<file path="src/hdl/hsvpw_pkg.sv">
`timescale 1ns / 1ps
// ----------------------------------------------------------------------------
// hsvpw_pkg
// Shared types and constants for the HSV-to-RGB pixel writer pipeline.
// ----------------------------------------------------------------------------
package hsvpw_pkg;

  localparam int NUM_STAGES = 5;

  // Per-stage load strobes handed from the control in the top level
  typedef struct packed {
    logic [NUM_STAGES-1:0] adv;
  } hsvpw_ctrl_t;

  // 60-degree hue sectors
  typedef enum logic [2:0] {
    SEC_RED_YEL = 3'd0,
    SEC_YEL_GRN = 3'd1,
    SEC_GRN_CYN = 3'd2,
    SEC_CYN_BLU = 3'd3,
    SEC_BLU_MAG = 3'd4,
    SEC_MAG_RED = 3'd5
  } sector_t;

  localparam logic [8:0] HUE_WRAP = 9'd360;
  localparam logic [8:0] DEG_60   = 9'd60;
  localparam logic [8:0] DEG_120  = 9'd120;
  localparam logic [8:0] DEG_180  = 9'd180;
  localparam logic [8:0] DEG_240  = 9'd240;
  localparam logic [8:0] DEG_300  = 9'd300;

  // floor(x / 60) == (x * RECIP_60) >> RECIP_SHIFT for x < 23831
  localparam logic [14:0] RECIP_60    = 15'd17477;
  localparam int          RECIP_SHIFT = 20;

  localparam logic [12:0] WIDTH_RESET = 13'd1024;

endpackage

</file>
<file path="src/hdl/hsvpw_color.sv">
`timescale 1ns / 1ps
// ----------------------------------------------------------------------------
// hsvpw_color
// Five-stage HSV-to-RGB color datapath: chroma, secondary, offset and the
// sector-based component ordering.
// ----------------------------------------------------------------------------
module hsvpw_color (
  input  logic               clk,
  input  hsvpw_pkg::hsvpw_ctrl_t ctrl,
  input  logic [8:0]         hue_degrees,
  input  logic [7:0]         saturation,
  input  logic [7:0]         brightness,
  output logic [7:0]         red,
  output logic [7:0]         green,
  output logic [7:0]         blue
);

  // stage 1
  logic [15:0]             s1_vs_r;
  hsvpw_pkg::sector_t      s1_sec_r;
  logic [5:0]              s1_fac_r;
  logic [7:0]              s1_val_r;
  // stage 2
  logic [7:0]              s2_chroma_r;
  hsvpw_pkg::sector_t      s2_sec_r;
  logic [5:0]              s2_fac_r;
  logic [7:0]              s2_val_r;
  // stage 3
  logic [13:0]             s3_sprod_r;
  logic [7:0]              s3_chroma_r;
  logic [7:0]              s3_offset_r;
  hsvpw_pkg::sector_t      s3_sec_r;
  // stage 4
  logic [7:0]              s4_second_r;
  logic [7:0]              s4_chroma_r;
  logic [7:0]              s4_offset_r;
  hsvpw_pkg::sector_t      s4_sec_r;
  // stage 5
  logic [7:0]              red_r, green_r, blue_r;

  logic [8:0]              hue_w;
  logic [8:0]              hue_m;
  hsvpw_pkg::sector_t      sec_nxt;
  logic [5:0]              fac_nxt;
  logic [16:0]             div_sum;
  logic [28:0]             recip_prod;
  logic [7:0]              r_nxt, g_nxt, b_nxt;

  // Hue wrap, sector pick and the triangle factor 60-|hue mod 120 - 60|
  always_comb begin
    hue_w = (hue_degrees >= hsvpw_pkg::HUE_WRAP) ? hue_degrees - hsvpw_pkg::HUE_WRAP
                                                 : hue_degrees;
    if (hue_w < hsvpw_pkg::DEG_60)       sec_nxt = hsvpw_pkg::SEC_RED_YEL;
    else if (hue_w < hsvpw_pkg::DEG_120) sec_nxt = hsvpw_pkg::SEC_YEL_GRN;
    else if (hue_w < hsvpw_pkg::DEG_180) sec_nxt = hsvpw_pkg::SEC_GRN_CYN;
    else if (hue_w < hsvpw_pkg::DEG_240) sec_nxt = hsvpw_pkg::SEC_CYN_BLU;
    else if (hue_w < hsvpw_pkg::DEG_300) sec_nxt = hsvpw_pkg::SEC_BLU_MAG;
    else                                 sec_nxt = hsvpw_pkg::SEC_MAG_RED;

    if (hue_w < hsvpw_pkg::DEG_120)      hue_m = hue_w;
    else if (hue_w < hsvpw_pkg::DEG_240) hue_m = hue_w - hsvpw_pkg::DEG_120;
    else                                 hue_m = hue_w - hsvpw_pkg::DEG_240;

    fac_nxt = (hue_m >= hsvpw_pkg::DEG_60) ? 6'(hsvpw_pkg::DEG_120 - hue_m) : 6'(hue_m);
  end

  // p / 255 == (p + (p >> 8) + 1) >> 8 for every p up to 65534
  assign div_sum    = {1'b0, s1_vs_r} + {9'd0, s1_vs_r[15:8]} + 17'd1;
  assign recip_prod = {15'd0, s3_sprod_r} * {14'd0, hsvpw_pkg::RECIP_60};

  always_comb begin
    r_nxt = '0;
    g_nxt = '0;
    b_nxt = '0;
    case (s4_sec_r)
      hsvpw_pkg::SEC_RED_YEL: begin r_nxt = s4_chroma_r; g_nxt = s4_second_r; end
      hsvpw_pkg::SEC_YEL_GRN: begin r_nxt = s4_second_r; g_nxt = s4_chroma_r; end
      hsvpw_pkg::SEC_GRN_CYN: begin g_nxt = s4_chroma_r; b_nxt = s4_second_r; end
      hsvpw_pkg::SEC_CYN_BLU: begin g_nxt = s4_second_r; b_nxt = s4_chroma_r; end
      hsvpw_pkg::SEC_BLU_MAG: begin r_nxt = s4_second_r; b_nxt = s4_chroma_r; end
      default:                begin r_nxt = s4_chroma_r; b_nxt = s4_second_r; end
    endcase
  end

  always_ff @(posedge clk) begin
    if (ctrl.adv[0]) begin
      s1_vs_r  <= {8'd0, brightness} * {8'd0, saturation};
      s1_sec_r <= sec_nxt;
      s1_fac_r <= fac_nxt;
      s1_val_r <= brightness;
    end
    if (ctrl.adv[1]) begin
      s2_chroma_r <= div_sum[15:8];
      s2_sec_r    <= s1_sec_r;
      s2_fac_r    <= s1_fac_r;
      s2_val_r    <= s1_val_r;
    end
    if (ctrl.adv[2]) begin
      s3_sprod_r  <= {6'd0, s2_chroma_r} * {8'd0, s2_fac_r};
      s3_chroma_r <= s2_chroma_r;
      s3_offset_r <= s2_val_r - s2_chroma_r;
      s3_sec_r    <= s2_sec_r;
    end
    if (ctrl.adv[3]) begin
      s4_second_r <= recip_prod[hsvpw_pkg::RECIP_SHIFT +: 8];
      s4_chroma_r <= s3_chroma_r;
      s4_offset_r <= s3_offset_r;
      s4_sec_r    <= s3_sec_r;
    end
    if (ctrl.adv[4]) begin
      red_r   <= r_nxt + s4_offset_r;
      green_r <= g_nxt + s4_offset_r;
      blue_r  <= b_nxt + s4_offset_r;
    end
  end

  assign red   = red_r;
  assign green = green_r;
  assign blue  = blue_r;

endmodule

</file>
<file path="src/hdl/hsvpw_index.sv">
`timescale 1ns / 1ps
// ----------------------------------------------------------------------------
// hsvpw_index
// Linear pixel index y*width+x, clamped and pipelined in step with the
// color datapath.
// ----------------------------------------------------------------------------
module hsvpw_index #(
  parameter int MAX_WIDTH  = 4096,
  parameter int MAX_HEIGHT = 4096
) (
  input  logic               clk,
  input  hsvpw_pkg::hsvpw_ctrl_t ctrl,
  input  logic [12:0]        image_width,
  input  logic [11:0]        pixel_x,
  input  logic [11:0]        pixel_y,
  output logic [23:0]        pixel_index
);

  logic [12:0] s1_w_r;
  logic [11:0] s1_x_r, s1_y_r;
  logic [24:0] s2_prod_r;
  logic [11:0] s2_x_r;
  logic [23:0] s3_idx_r, s4_idx_r, s5_idx_r;

  logic [12:0] w_nxt;
  logic [11:0] x_nxt, y_nxt;
  logic [24:0] sum;

  // Saturate width and coordinates to the supported image size
  always_comb begin
    w_nxt = (int'(image_width) > MAX_WIDTH) ? 13'(MAX_WIDTH) : image_width;
    x_nxt = (int'(pixel_x) > MAX_WIDTH - 1) ? 12'(MAX_WIDTH - 1) : pixel_x;
    y_nxt = (int'(pixel_y) > MAX_HEIGHT - 1) ? 12'(MAX_HEIGHT - 1) : pixel_y;
  end

  assign sum = s2_prod_r + {13'd0, s2_x_r};

  always_ff @(posedge clk) begin
    if (ctrl.adv[0]) begin
      s1_w_r <= w_nxt;
      s1_x_r <= x_nxt;
      s1_y_r <= y_nxt;
    end
    if (ctrl.adv[1]) begin
      s2_prod_r <= {13'd0, s1_y_r} * {12'd0, s1_w_r};
      s2_x_r    <= s1_x_r;
    end
    if (ctrl.adv[2]) s3_idx_r <= sum[23:0];
    if (ctrl.adv[3]) s4_idx_r <= s3_idx_r;
    if (ctrl.adv[4]) s5_idx_r <= s4_idx_r;
  end

  assign pixel_index = s5_idx_r;

endmodule

</file>
<file path="src/hdl/hsv_to_rgb_pixel_writer_core.sv">
`timescale 1ns / 1ps
// Throughput: one pixel per cycle when not stalled; five registered stages,
//   the longest step being one 8x8, 12x13 or 14x15 multiply per stage.
// Stalls back up stage by stage; empty stages keep loading, nothing drops.
// Reset (rst_n low, synchronous) clears all stage valid bits and sets
//   image_width to 1024.
// ----------------------------------------------------------------------------
// hsv_to_rgb_pixel_writer_core
// Streaming HSV-to-RGB converter that also produces the linear pixel index.
// ----------------------------------------------------------------------------
module hsv_to_rgb_pixel_writer_core #(
  parameter int MAX_WIDTH  = 4096,
  parameter int MAX_HEIGHT = 4096
) (
  input  logic        clk,
  input  logic        rst_n,
  input  logic        cfg_we,
  input  logic [12:0] cfg_wdata,      // image_width
  input  logic        in_tvalid,
  output logic        in_tready,
  // [8:0] hue_degrees, [16:9] saturation, [24:17] brightness,
  // [36:25] pixel_x, [48:37] pixel_y, [55:49] unused
  input  logic [55:0] in_tdata,
  output logic        out_tvalid,
  input  logic        out_tready,
  // [7:0] red, [15:8] green, [23:16] blue, [47:24] pixel_index
  output logic [47:0] out_tdata
);

  localparam int NS = hsvpw_pkg::NUM_STAGES;

  logic [12:0]           image_width_r;
  logic [NS-1:0]         vld_r;
  logic [NS:0]           rdy;
  logic [NS-1:0]         vld_in;
  hsvpw_pkg::hsvpw_ctrl_t ctrl;
  logic [7:0]            red, green, blue;
  logic [23:0]           pixel_index;

  // A stage loads when empty or when the stage after it moves on
  always_comb begin
    rdy[NS] = out_tready;
    for (int k = NS - 1; k >= 0; k--) begin
      rdy[k] = !vld_r[k] || rdy[k+1];
    end
    vld_in = {vld_r[NS-2:0], in_tvalid};
    ctrl.adv = rdy[NS-1:0];
  end

  always_ff @(posedge clk) begin
    if (!rst_n) begin
      image_width_r <= hsvpw_pkg::WIDTH_RESET;
      vld_r         <= '0;
    end else begin
      if (cfg_we) image_width_r <= cfg_wdata;
      for (int k = 0; k < NS; k++) begin
        if (rdy[k]) vld_r[k] <= vld_in[k];
      end
    end
  end

  hsvpw_color u_color (
    .clk         (clk),
    .ctrl        (ctrl),
    .hue_degrees (in_tdata[8:0]),
    .saturation  (in_tdata[16:9]),
    .brightness  (in_tdata[24:17]),
    .red         (red),
    .green       (green),
    .blue        (blue)
  );

  hsvpw_index #(
    .MAX_WIDTH  (MAX_WIDTH),
    .MAX_HEIGHT (MAX_HEIGHT)
  ) u_index (
    .clk         (clk),
    .ctrl        (ctrl),
    .image_width (image_width_r),
    .pixel_x     (in_tdata[36:25]),
    .pixel_y     (in_tdata[48:37]),
    .pixel_index (pixel_index)
  );

  assign in_tready  = rdy[0];
  assign out_tvalid = vld_r[NS-1];
  assign out_tdata  = {pixel_index, blue, green, red};

endmodule
</file>
<file path="config.mk">
export PLATFORM = sky130hd
export DESIGN_NAME = hsv_to_rgb_pixel_writer_core
export DESIGN_NICKNAME = d
export VERILOG_FILES = /design/src/hdl/hsvpw_pkg.sv /design/src/hdl/hsvpw_color.sv /design/src/hdl/hsvpw_index.sv /design/src/hdl/hsv_to_rgb_pixel_writer_core.sv
export SDC_FILE = /design/constraint.sdc
export NUM_CORES = 1
export LEC_CHECK = 0
export BUFFER_PORTS_ARGS = -buffer_cell sky130_fd_sc_hd__buf_2
export CAP_MARGIN = 20
export CORE_UTILIZATION = 60
export CTS_CLUSTER_DIAMETER = 200
export DETAILED_ROUTE_END_ITERATION = 10
export PLACE_DENSITY = 0.89
export SLEW_MARGIN = 25
export SYNTH_ARGS = -nofsm -noshare
export SYNTH_HDL_FRONTEND = slang
export SYNTH_SLANG_ARGS = --single-unit
</file>
<file path="constraint.sdc">
create_clock -name clk -period 7.2 [get_ports clk]
set_input_delay 0.36 -clock clk [delete_from_list [all_inputs] [get_ports clk]]
set_output_delay 0.36 -clock clk [all_outputs]
set_load 0.02 [all_outputs]
</file>
==> results of run 1 <==
## where the power goes
part           total [mW]  leakage (nW)  switching (mW)  internal (mW)
clock                1.62         0.508           0.677          0.942
sequential           3.29          3.25           0.427           2.87
combinational        5.91          8.38            3.28           2.64
## per-stage QoR
| step | cell area, um^2 | hold WS (ns) | total power [mW] | std cells |
|---|---|---|---|---|
| floorplan | 23100 | 0.400 | 7.74 | 2059 |
| global placement | 24200 | 0.402 | 8.75 | 2645 |
| detailed placement | 24200 | 0.405 | 9.16 | 2645 |
| CTS | 25500 | 0.00992 | 10.9 | 2726 |
| global route | 25500 | 0.0242 | 11.9 | 2726 |
| finish | 25500 | 0.0276 | 10.8 | 2726 |
## cells in the mapped netlist (3+ instances only)
master,count,share of area
or3_1,5,0.0014
o21ai_0,32,0.0069
inv_1,344,0.056
nor4b_1,4,0.0015
nand2_1,233,0.038
nor3_1,17,0.0037
nor4_1,3,0.00081
a21oi_1,79,0.017
a22o_1,3,0.0011
nor2_1,42,0.0068
o21a_1,15,0.0049
o21bai_1,22,0.0071
fa_1,195,0.17
buf_1,5,0.00081
dfxtp_1,18,0.016
a211oi_1,8,0.0026
o31ai_1,4,0.0013
a21o_1,30,0.0097
o211ai_1,7,0.0023
xor2_1,38,0.014
o221ai_1,6,0.0023
ha_1,255,0.14
nor2b_1,39,0.011
clkbuf_1,38,0.0062
a22oi_1,5,0.0016
nand3_1,22,0.0048
a31oi_1,6,0.0016
and2_1,107,0.029
a221oi_1,5,0.0019
xnor2_1,77,0.029
nand3b_1,5,0.0016
a21boi_0,11,0.0036
nand4_1,5,0.0014
edfxtp_1,287,0.37
and3_1,12,0.0032
nand2b_1,11,0.0030
mux2i_1,22,0.0095
## layer usage
layer | routed length, um | GRT usage | vias to the layer above
met2 | 22100 | 0.415 | 524
met3 | 2650 | 0.0319 | 102
li1 | - | - | 7127
met5 | 0 | 0 | -
met1 | 17900 | 0.297 | 7285
met4 | 1290 | 0.0804 | 0
## area by class of cell
class                      count  area share
inverter                     344      0.0508
multi-input combinational   1363       0.497
tap                          511      0.0251
timing repair buffer         146      0.0340
clock buffer                  36      0.0312
clock inverter                21     0.00944
sequential                   305       0.353
## repair_timing
| action | CTS | global route |
|---|---|---|
| gates resized for setup | 0 | 0 |
| hold buffers | 24 | 0 |
| hold endpoints to repair | 24 | 0 |
## how the worst max path moves through the flow
stage / depth (start not counted) / slack (ns) / to
2_1_floorplan: 20 / 1.53 / u_index.s2_prod_r[23]
3_3_place_gp: 19 / 1.28 / u_index.s2_prod_r[23]
3_5_place_dp: 19 / 1.10 / u_index.s2_prod_r[23]
4_1_cts: 19 / 1.08 / u_index.s2_prod_r[23]
5_1_grt: 19 / 0.72 / u_index.s2_prod_r[23]
6_report: 19 / 1.07 / u_index.s2_prod_r[23]
## state kept, by name (all words and copies together), names as in the netlist, 12 cells and up
signal               cells
u_color.s1_vs_r         16
u_index.s1_x_r          12
u_color.s3_sprod_r      14
u_index.s1_y_r          12
u_index.s2_x_r          12
u_index.pixel_index     24
u_index.s1_w_r          13
image_width_r           13
u_index.s3_idx_r        24
u_index.s2_prod_r       24
u_index.s4_idx_r        24
## cells in the final DEF, fill, tap and decap left out, types with 11 or more instances in the layout
| cell type | instances |
|---|---|
| inv_1 | 342 |
| edfxtp_1 | 287 |
| ha_1 | 255 |
| nand2_1 | 231 |
| fa_1 | 195 |
| buf_2 | 116 |
| and2_1 | 107 |
| a21oi_1 | 79 |
| xnor2_1 | 77 |
| nor2_1 | 42 |
| nor2b_1 | 39 |
| xor2_1 | 38 |
| o21ai_0 | 32 |
| clkbuf_16 | 31 |
| a21o_1 | 30 |
| dlygate4sd3_1 | 24 |
| o21bai_1 | 22 |
| mux2i_1 | 22 |
| nand3_1 | 21 |
| dfxtp_1 | 18 |
| nor3_1 | 17 |
| o21a_1 | 15 |
| and3_1 | 12 |
| nand2b_1 | 11 |
| a21boi_0 | 11 |
## cell families after synthesis
kind of cell,count (synthesis),share of synthesized area
adder cells (fa/ha/maj),450,0.307
AND/OR/NAND/NOR,519,0.111
buffers and inverters,391,0.0645
AO/OA/AOI/OAI,256,0.0750
XOR/XNOR,115,0.0436
flip-flops,305,0.389
multiplexers,23,0.0100
==> flow_metrics.py, run 1 <==
metrics = {
    "cells_and_area": {
        "regArea_um2": 8980,
        "diodes": 0,
        "drive_above_1_share": 0.0885,
        "final_core_util": 0.674,
        "multi_input_area_um2": 12600,
        "area_growth_pct": 10.2,
        "finalNetCount": 2715,
        "fillCellCount": 2549,
    },
    "clocking": {
        "clock-sinks": 305,
        "path_clk_slew_ns": 0.07,
        "cts_made_buffers": 31,
        "root_buffer": "clkbuf_16",
        "clkLatencyLatePin_ns": 0.59,
        "cts_buffer_depth": 3,
        "cts_tree": "yes",
        "cts_max_level": 1,
        "post_cts_buffers": 0,
    },
    "global_routing": {
        "antenna_found_initial": 0,
        "grt_pass1_vias": 15900,
        "grt_use_total": 0.235,
        "grt_first_pass_wirelength_um": 74000,
        "grt-ovfl-total": 0,
        "grt_max_degree": 73,
    },
    "die": {
        "ios": 124,
        "die_h_um": 198,
        "num_rows": 71,
        "die_w_um": 198,
        "dieArea_um2": 39300,
        "fp.coreArea_um2": 37800,
        "start_util": 0.612,
    },
    "sta": {
        "setup_viol": 0,
        "slew_violations": 0,
        "maxSlewHeadroom": 0.313,
        "fin_skew_ns": 0.0136,
        "fin_tns_setup_ns": 0,
        "worst_slack_ns": 1.07,
        "rsz0062_at_grt": "no",
        "finalCritPeriodShare": 0.851,
        "worst_pin_slew_ns": 1.02,
        "max_freq_mhz": 163,
        "layout_min_cycle_time_ns": 6.13,
        "finalHoldViolCount": 0,
    },
    "setup_path": {
        "crit_family": "adder cells",
        "slowest_stage": "edfxtp_1",
        "worst_setup_path_start_kind": "flop",
        "rr_startpoint": "u_index.s1_y_r[5]",
        "cp_common_cell": "fa_1",
        "cpPeakStageDelay_ns": 0.66,
        "cp-end-kind": "flop",
        "critPathArrivalTime_ns": 6.46,
        "worst_r2r_endpoint": "u_index.s2_prod_r[23]",
        "cp.required_ns": 7.53,
        "crit_buf_inv": 3,
        "path_class": "flop to flop",
        "r2r_slack_ns": 1.07,
        "crit_path_start": "u_index.s1_y_r[5]",
        "r2r_cells": 19,
        "crit_chain": "nand2_1 > fa_1 > fa_1 > fa_1 > inv_1 > fa_1 > inv_1 > fa_1 > inv_1 > ha_1 > a21o_1 > a21oi_1 > or4b_2 > nand3_1 > a31oi_1 > nand4_1 > nand3b_1 > o31ai_1 > xnor2_1",
        "critical_path.max_fanout": 13,
    },
    "run": {
        "cap_violations": 0,
    },
    "pwr": {
        "p_leak_nw": 12.1,
        "peakVddDrop_mv": 0.293,
        "powerDensity_nw_per_um2": 425,
    },
    "route": {
        "drc": 0,
        "drt_iter0_drc": 980,
        "via_count": 15000,
        "viasPerCell": 5.52,
        "ant_nets": 0,
        "dr.pass1.iters": 7,
        "routed_wl_um": 44000,
        "routedWlPerCell_um": 16.1,
    },
    "placement": {
        "portBuffers": 116,
        "post-place-ws_ns": 1.10,
        "hpwl_um": 33900,
        "routabilityCongestion": 0.864,
    },
    "worst_hold_path": {
        "holdPathStages": 1,
        "hold_end": "u_index.s1_x_r[0]",
        "min_from": "in_tdata[25]",
        "hold_class": "input port to flop",
    },
    "synthesis": {
        "ys_seq_area_frac": 0.389,
        "synth_edf_count": 287,
        "ys_ff_latch": 305,
        "synth_area_um2": 23100,
        "ys.flop_type": "edfxtp_1",
        "syn_inst": 2059,
        "yosysWarnings": 0,
        "synth_nets": 2583,
        "async_flop_share": 0,
        "syn_avg_cell_area_um2": 11.2,
        "ys_types": 70,
    },
    "outcome": {
        "outcome": "finished clean",
    },
}
Note: power is estimated with default switching activity, not from simulation.
==> run 2: changes to the inputs <==
==> constraint.sdc (replaced) <==
create_clock -name clk -period 7.2 [get_ports clk]
set_input_delay 1.08 -clock clk [delete_from_list [all_inputs] [get_ports clk]]
set_output_delay 1.08 -clock clk [all_outputs]
set_load 0.02 [all_outputs]
==> flow_metrics.py, run 2 (synthesis gave the netlist of run 1 again) <==
metrics = {
    "worst_hold_path": {
        "hold_class": "flop to flop",
    },
    "setup_path": {
        "crit_family": "adder cells",
        "cp-end-kind": "flop",
        "crit_chain": "nand2_1 > fa_1 > fa_1 > fa_1 > inv_1 > fa_1 > inv_1 > fa_1 > inv_1 > ha_1 > a21o_1 > a21oi_1 > or4b_2 > nand3_1 > a31oi_1 > nand4_1 > nand3b_1 > o31ai_1 > xnor2_1",
        "critical_path.max_fanout": 13,
        "crit_buf_inv": 3,
        "r2r_cells": 19,
        "r2r_slack_ns": 0.93,
        "critPathArrivalTime_ns": 6.58,
        "crit_path_start": "u_index.s1_y_r[4]",
        "cp.required_ns": 7.52,
        "worstSetupEndpoint": "u_index.s2_prod_r[23]",
        "worst_setup_path_start_kind": "flop",
        "path_class": "flop to flop",
        "rr_startpoint": "u_index.s1_y_r[4]",
        "cp_common_cell": "fa_1",
        "worstSetupPathDepth": 19,
        "worst_r2r_endpoint": "u_index.s2_prod_r[23]",
        "slowest_stage": "edfxtp_1",
        "cpPeakStageDelay_ns": 0.69,
    },
    "cells_and_area": {
        "finalNetCount": 2691,
        "layout_commonest_cell": "inv_1",
        "most-common-layout-cells": "inv_1 (342), edfxtp_1 (287), ha_1 (255)",
        "area_growth_pct": 9.14,
        "drive_above_1_share": 0.0876,
        "diodes": 0,
    },
    "route": {
        "dr.pass1.iters": 6,
        "drt_iter0_drc": 958,
        "via_count": 15100,
        "ant_nets": 0,
        "drc": 0,
        "routed_wl_um": 44500,
        "viasPerCell": 5.60,
        "routedWlPerCell_um": 16.5,
    },
    "sta": {
        "finalCritPeriodShare": 0.870,
        "worst_pin_slew_ns": 1.08,
        "fin_skew_ns": 0.0242,
        "max_freq_mhz": 160,
        "slew_violations": 0,
        "rsz0062_at_grt": "no",
        "finalHoldViolCount": 0,
        "setup_viol": 0,
        "layout_min_cycle_time_ns": 6.27,
        "maxSlewHeadroom": 0.273,
        "fin_tns_setup_ns": 0,
        "fin_hold_ws_ns": 0.401,
    },
    "global_routing": {
        "grt_pass1_vias": 16100,
        "antenna_found_initial": 1,
        "grt_use_total": 0.237,
        "grt_max_degree": 72,
        "grt_first_pass_wirelength_um": 74400,
        "grt-ovfl-total": 0,
    },
    "clocking": {
        "post_cts_resized": 0,
        "path_clk_slew_ns": 0.07,
        "root_buffer": "clkbuf_16",
        "clkLatencyLatePin_ns": 0.59,
        "cts_tree": "yes",
        "clock-sinks": 305,
        "cts_buffer_depth": 3,
        "post_cts_buffers": 0,
        "cts_hold_buf": 0,
        "cts_max_level": 1,
        "cts_made_buffers": 31,
    },
    "pwr": {
        "powerDensity_nw_per_um2": 428,
        "p_leak_nw": 12.0,
        "peakVddDrop_mv": 0.307,
    },
    "placement": {
        "routabilityCongestion": 0.862,
        "portBuffers": 116,
        "hpwl_um": 33700,
    },
    "run": {
        "cap_violations": 0,
    },
    "die": {
        "ios": 124,
        "dieArea_um2": 39300,
        "fp.coreArea_um2": 37800,
        "start_util": 0.612,
        "die_h_um": 198,
        "num_rows": 71,
        "die_w_um": 198,
    },
    "outcome": {
        "outcome": "finished clean",
    },
}
## run 2: metrics by stage
step	cell area, um^2	worst slack, ns	utilization	instances	power, mW
final	25200	0.934	0.668	2703	10.8
after global routing	25200	0.701	0.668	2703	11.9
after CTS	25200	0.984	0.668	2703	10.9
after detailed placement	24200	1.07	0.641	2645	9.17
after global placement	24200	1.27	0.641	2645	8.74
after floorplan	23100	1.53	-	2059	7.74
## run 2: layout make-up
class / count / area, um^2
inverter: 344 / 1290
timing repair buffer: 122 / 626
tap: 511 / 639
fill: 2617 / 12500
clock inverter: 19 / 191
clock buffer: 39 / 836
sequential: 305 / 8980
multi-input combinational: 1363 / 12600
## run 2: per-layer routing
layer / vias to the layer above / routed length [um] / GRT usage
met2: 597 / 22100 / 0.424
met3: 130 / 2660 / 0.0349
met4: 2 / 1700 / 0.0947
met5: - / 10 / 0
met1: 7333 / 18000 / 0.286
li1: 7073 / - / -
## run 2: where the power goes
part / switching (mW) / internal (mW)
Sequential: 0.424 / 2.86
Clock: 0.673 / 0.933
Combinational: 3.26 / 2.64
## run 2: how the worst min path moves through the flow
stage | start | end | slack, ns | depth (start not counted)
after floorplan | u_color.s1_fac_r[0] | u_color.s2_fac_r[0] | 0.40 | 0
after global placement | u_color.s1_fac_r[4] | u_color.s2_fac_r[4] | 0.40 | 0
after global routing | u_color.s2_sec_r[2] | u_color.s3_sec_r[2] | 0.41 | 0
after CTS | u_color.s2_sec_r[2] | u_color.s3_sec_r[2] | 0.40 | 0
after detailed placement | u_color.s1_val_r[2] | u_color.s2_val_r[2] | 0.40 | 0
final | u_index.s3_idx_r[20] | u_index.s4_idx_r[20] | 0.40 | 0
